[config.mk]
export PLATFORM = sky130hd
export DESIGN_NAME = rwf_divider
export DESIGN_NICKNAME = d
export VERILOG_FILES = /design/src/design/rwf_pkg.sv /design/src/design/rwf_divider.sv
export SDC_FILE = /design/constraint.sdc
export NUM_CORES = 1
export LEC_CHECK = 0
export BUFFER_PORTS_ARGS = -buffer_cell sky130_fd_sc_hd__buf_4
export CORE_MARGIN = 8
export CORE_UTILIZATION = 55
export DETAILED_ROUTE_END_ITERATION = 12
export PLACE_DENSITY = 0.81
export SYNTH_ARGS = -nofsm -noshare
export SYNTH_HDL_FRONTEND = slang
export SYNTH_SLANG_ARGS = --single-unit
[constraint.sdc]
create_clock -name clk -period 13.2 [get_ports clk]
set_input_delay 1.32 -clock clk [delete_from_list [all_inputs] [get_ports clk]]
set_output_delay 1.32 -clock clk [all_outputs]
set_load 0.05 [all_outputs]
[src/design/rwf_pkg.sv]
// Shared constants, types and the arctangent table of the right-wall follow controller.
`timescale 1ns / 1ps
`default_nettype none
package rwf_pkg;

  localparam int SEARCH_SPEED_DEF      = 100;
  localparam int SEARCH_TURN_SPEED_DEF = 300;
  localparam int SCAN_TIMEOUT_MS_DEF   = 500;
  localparam int CORDIC_STEPS_DEF      = 16;
  localparam int ATAN_ENTRIES          = 24;
  localparam int SQRT2_Q12             = 5793;

  // Divider operand widths: the largest numerator is right*x*256 plus rounding.
  localparam int DIV_NW = 53;
  localparam int DIV_DW = 31;

  localparam logic [1:0] MODE_WAIT   = 2'd0;
  localparam logic [1:0] MODE_TURN   = 2'd1;
  localparam logic [1:0] MODE_FIND   = 2'd2;
  localparam logic [1:0] MODE_FOLLOW = 2'd3;

  localparam logic [2:0] REG_WALL_DISTANCE = 3'd0;
  localparam logic [2:0] REG_FRONT_STOP    = 3'd1;
  localparam logic [2:0] REG_FRONT_RELEASE = 3'd2;
  localparam logic [2:0] REG_LOST_WALL     = 3'd3;
  localparam logic [2:0] REG_FORWARD_SPEED = 3'd4;
  localparam logic [2:0] REG_TURN_SPEED    = 3'd5;
  localparam logic [2:0] REG_DISTANCE_GAIN = 3'd6;
  localparam logic [2:0] REG_HEADING_GAIN  = 3'd7;

  typedef struct packed {
    logic              start;
    logic [DIV_NW-1:0] num;
    logic [DIV_DW-1:0] den;
  } div_req_t;

  typedef struct packed {
    logic              done;
    logic [DIV_NW-1:0] quot;
  } div_rsp_t;

  // Arctangent of 2^-i in Q16 radians.
  function automatic logic [16:0] atan_q16(input logic [4:0] i);
    logic [16:0] r;
    case (i)
      5'd0:  r = 17'd51472;
      5'd1:  r = 17'd30385;
      5'd2:  r = 17'd16055;
      5'd3:  r = 17'd8150;
      5'd4:  r = 17'd4091;
      5'd5:  r = 17'd2047;
      5'd6:  r = 17'd1024;
      5'd7:  r = 17'd512;
      5'd8:  r = 17'd256;
      5'd9:  r = 17'd128;
      5'd10: r = 17'd64;
      5'd11: r = 17'd32;
      5'd12: r = 17'd16;
      5'd13: r = 17'd8;
      5'd14: r = 17'd4;
      5'd15: r = 17'd2;
      5'd16: r = 17'd1;
      default: r = 17'd0;
    endcase
    return r;
  endfunction

endpackage
`default_nettype wire

[src/design/rwf_divider.sv]
// Restoring unsigned divider, one quotient bit per cycle.
`timescale 1ns / 1ps
`default_nettype none
module rwf_divider
  import rwf_pkg::*;
(
  input  wire logic     clk,
  input  wire logic     rst,
  input  wire div_req_t req,
  output div_rsp_t      rsp
);

  localparam int CW = $clog2(DIV_NW + 1);

  logic              busy;
  logic              done;
  logic [CW-1:0]     cnt;
  logic [DIV_NW-1:0] n;
  logic [DIV_DW:0]   rem;
  logic [DIV_DW-1:0] den_r;
  logic [DIV_DW:0]   rem_sh;
  logic              ge;
  logic [DIV_DW:0]   rem_next;

  always_comb begin
    rem_sh   = {rem[DIV_DW-1:0], n[DIV_NW-1]};
    ge       = rem_sh >= {1'b0, den_r};
    rem_next = ge ? rem_sh - {1'b0, den_r} : rem_sh;
  end

  always_ff @(posedge clk) begin
    if (rst) begin
      busy <= 1'b0;
      done <= 1'b0;
      cnt  <= '0;
    end else begin
      done <= 1'b0;
      if (req.start) begin
        busy  <= 1'b1;
        n     <= req.num;
        rem   <= '0;
        den_r <= req.den;
        cnt   <= '0;
      end else if (busy) begin
        n   <= {n[DIV_NW-2:0], ge};
        rem <= rem_next;
        cnt <= cnt + 1'b1;
        if (cnt == CW'(DIV_NW - 1)) begin
          busy <= 1'b0;
          done <= 1'b1;
        end
      end
    end
  end

  assign rsp.done = done;
  assign rsp.quot = n;

endmodule
`default_nettype wire
==> flow_metrics.py <==
metrics = {
    "yosys": {
        "ys_top_cells_by_area": "edfxtp_1 50%, mux2_2 8.5%, ha_1 6.0%, nand2_1 3.9%, a21oi_1 3.5%",
        "async_reset_ff_share_pct": 0,
        "avgSynthCellArea_sq_um": 11.1,
        "ys.flop_type": "edfxtp_1",
        "synth_nets": 742,
        "yosysWarnings": 0,
        "yosysTopAreaCellShare_pct": 50.1,
        "syn_inst": 621,
        "synth_common_cells": "115 x edfxtp_1, 72 x nand2_1, 52 x mux2_2",
        "ys_ff_latch": 123,
        "yosys.area.top_type": "edfxtp_1",
        "syn_area_sq_um": 6890,
        "ys_seq_area_share_pct": 52.4,
        "yosysMostFrequentCell": "edfxtp_1",
        "synth_edf_count": 115,
        "synth_cell_types": 63,
    },
    "placement": {
        "pre_cts_ws_ns": 9.08,
        "placed_area_sq_um": 8070,
        "hpwl_um": 12900,
        "place_congestion": 0.895,
        "numPortBuffers": 140,
    },
    "timing": {
        "finClkSkew_ns": 0.00857,
        "grt_setup_unrepaired": "no",
        "fmax_mhz": 274,
        "slew-limit-headroom_pct": 20.6,
        "setup_viol": 0,
        "tns_ns": 0,
        "period_minus_slack_ns": 3.65,
        "tightest_slew_ns": 1.19,
        "period_share_pct": 27.6,
        "final-hold-violation-count": 0,
        "worst_slack_ns": 9.55,
        "slew_viol_final": 0,
    },
    "routing": {
        "viasPerCell": 5.73,
        "num_vias": 5403,
        "drcViolationCount": 0,
        "ant_nets": 0,
        "wl_um": 17900,
        "drtPass1Iterations": 5,
        "wire_per_inst_um": 19.0,
        "drt_iter0_markers": 500,
    },
    "power_and_ir_drop": {
        "power.density_nw_per_um2": 150,
        "vdd_ir_drop_max_v": 0.000108,
        "p_leak_uw": 0.00355,
        "power_uw": 1300,
    },
    "job": {
        "cap_violations": 0,
    },
    "finish": {
        "area_growth_pct": 25.6,
        "multi_input_area_sq_um": 3000,
        "drive_gt1_share_pct": 31.5,
        "regArea_sq_um": 3610,
        "n_antenna_cell": 0,
        "nets": 879,
        "final_area_sq_um": 8660,
        "fillers": 923,
    },
    "clocking": {
        "cts_setup_buffers": 0,
        "cts_buffers": 17,
        "cts-hold-fix-buffers": 0,
        "clkLatencyLatePin_ns": 0.42,
        "clock_path_buffers": 2,
        "htree_num_levels": 4,
        "clkSlewWorstSetupHoldPaths_ns": 0.06,
        "cts_tree": "built",
        "cts.sink_count": 123,
        "cts-resized-gates": 0,
        "cts-root-buf": "clkbuf_16",
    },
    "grt": {
        "grt_pass1_wl_um": 29200,
        "grt_antenna_before_repair": 0,
        "grt_pass1_vias": 5714,
        "grt_max_degree": 84,
        "grt_usage_pct": 22.8,
        "grt-ovfl-total": 0,
    },
    "setup_path": {
        "path_buf_inv": 4,
        "critPathKind": "in2reg",
        "rr_worst_depth": 10,
        "crit_family": "buffers and inverters",
        "crit_cells": 5,
        "worstPathArrival_ns": 3.74,
        "crit_chain": "buf_4 -> buf_4 -> clkinv_1 -> nor2_2 -> buf_4",
        "cp-start-kind": "input pin",
        "reg2reg_from": "rem[6]",
        "crit_fanout": 83,
        "crit_path_frequent_cell": "buf_4",
        "rr_endpoint": "rem[26]",
        "cp-startpoint": "req[84]",
        "slowest_stage": "buf_4",
        "slowest_delay_ns": 0.74,
        "cp-endpoint": "den_r[6]",
        "worstPathRequired_ns": 13.30,
        "endpoint_kind": "flop",
        "rrSetupSlack_ns": 9.65,
    },
    "floorplan": {
        "die_h_um": 128,
        "num_io_pins": 141,
        "die_area_sq_um": 16400,
        "row_count": 41,
        "initial_utilization_pct": 55.5,
        "die_x_um": 128,
        "core_sq_um": 12400,
    },
    "run_status": {
        "status": "finished, final reports clean",
    },
    "min_path": {
        "hold_path.startpoint": "cnt[5]",
        "min_path_type": "reg2reg",
    },
}
-- where the power goes --
part	total, uW	internal (uW)	switching [uW]
Sequential	486	469	17.1
Clock	469	281	188
Combinational	341	131	210
Total	1300	882	414
-- flip-flops by register name (all words and copies together), names as in the netlist --
signal and count:
busy 1, n 53, den_r 31, done 1
rem 31, cnt 6
-- through the flow --
step	util [%]	hold slack, ns	std cells
after CTS	69.7	0.532	943
after global placement	65.0	0.464	911
after global routing	69.7	0.533	943
after floorplan	-	0.454	621
after detailed placement	65.0	0.519	911
final	69.7	0.531	943
-- layout by cell type (no fill, tap or decap), drive strengths merged, types with 3 or more instances in the layout --
| master | synthesis | routed |
|---|---|---|
| dfxtp | 8 | 8 |
| edfxtp | 115 | 115 |
| mux2 | 52 | 52 |
| nand2b | 6 | 6 |
| nor2b | 4 | 4 |
| nand2 | 72 | 72 |
| nor4 | 3 | 3 |
| o31ai | 5 | 5 |
| and3 | 3 | 3 |
| ha | 33 | 33 |
| mux2i | 3 | 3 |
| nand4 | 8 | 8 |
| xnor2 | 8 | 8 |
| o21ai | 30 | 30 |
| nor2 | 43 | 43 |
| nor3 | 17 | 17 |
| or2 | 3 | 3 |
| clkbuf | 13 | 17 |
| or3 | 6 | 6 |
| xor2 | 9 | 9 |
| a211oi | 6 | 6 |
| a21oi | 51 | 51 |
| o21a | 9 | 9 |
| clkinv | 1 | 5 |
| buf | 14 | 145 |
| inv | 40 | 46 |
| a21o | 9 | 9 |
| clkinvlp | 0 | 3 |
| nand3b | 5 | 5 |
| nand3 | 11 | 11 |
-- final cells by class --
| cell class | count | area share, % |
|---|---|---|
| clock buffers | 17 | 4.91 |
| clock inverters | 15 | 1.89 |
| inverters | 41 | 1.78 |
| multi-input cells | 430 | 34.6 |
| flip-flops and latches | 123 | 41.7 |
| well taps | 172 | 2.49 |
| repair buffers | 145 | 12.6 |
-- per-layer routing --
layer | vias to the layer above | global-route usage [%] | routed length (um)
met2 | 235 | 37.1 | 8400
met3 | 29 | 10.4 | 1930
met5 | - | 0 | 0
met1 | 2572 | 25.9 | 7230
li1 | 2567 | - | -
met4 | 0 | 7.97 | 344
-- how the worst min path moves through the flow --
stage	end	slack [ns]	cells past startpoint
floorplan	cnt[5]	0.45	2
global placement	cnt[5]	0.46	2
detailed placement	cnt[5]	0.52	2
CTS	cnt[5]	0.53	2
global route	cnt[5]	0.53	2
finish	cnt[5]	0.53	2
-- worst min-delay path: stages (launching register included) --
cell,delay [ns]
dfxtp_1,0.32
o21ai_0,0.08
a21oi_1,0.08
-- kinds of logic after synthesis --
| kind of cell | count (synthesis) | synth area share (%) |
|---|---|---|
| compound gates | 136 | 12.9 |
| flops | 123 | 52.4 |
| simple gates | 188 | 13.0 |
| buf+inv | 68 | 4.36 |
| mux | 55 | 8.93 |
| fa+ha+maj | 34 | 6.28 |
| xor+xnor | 17 | 2.16 |
Power figures use the tool's default switching activity.
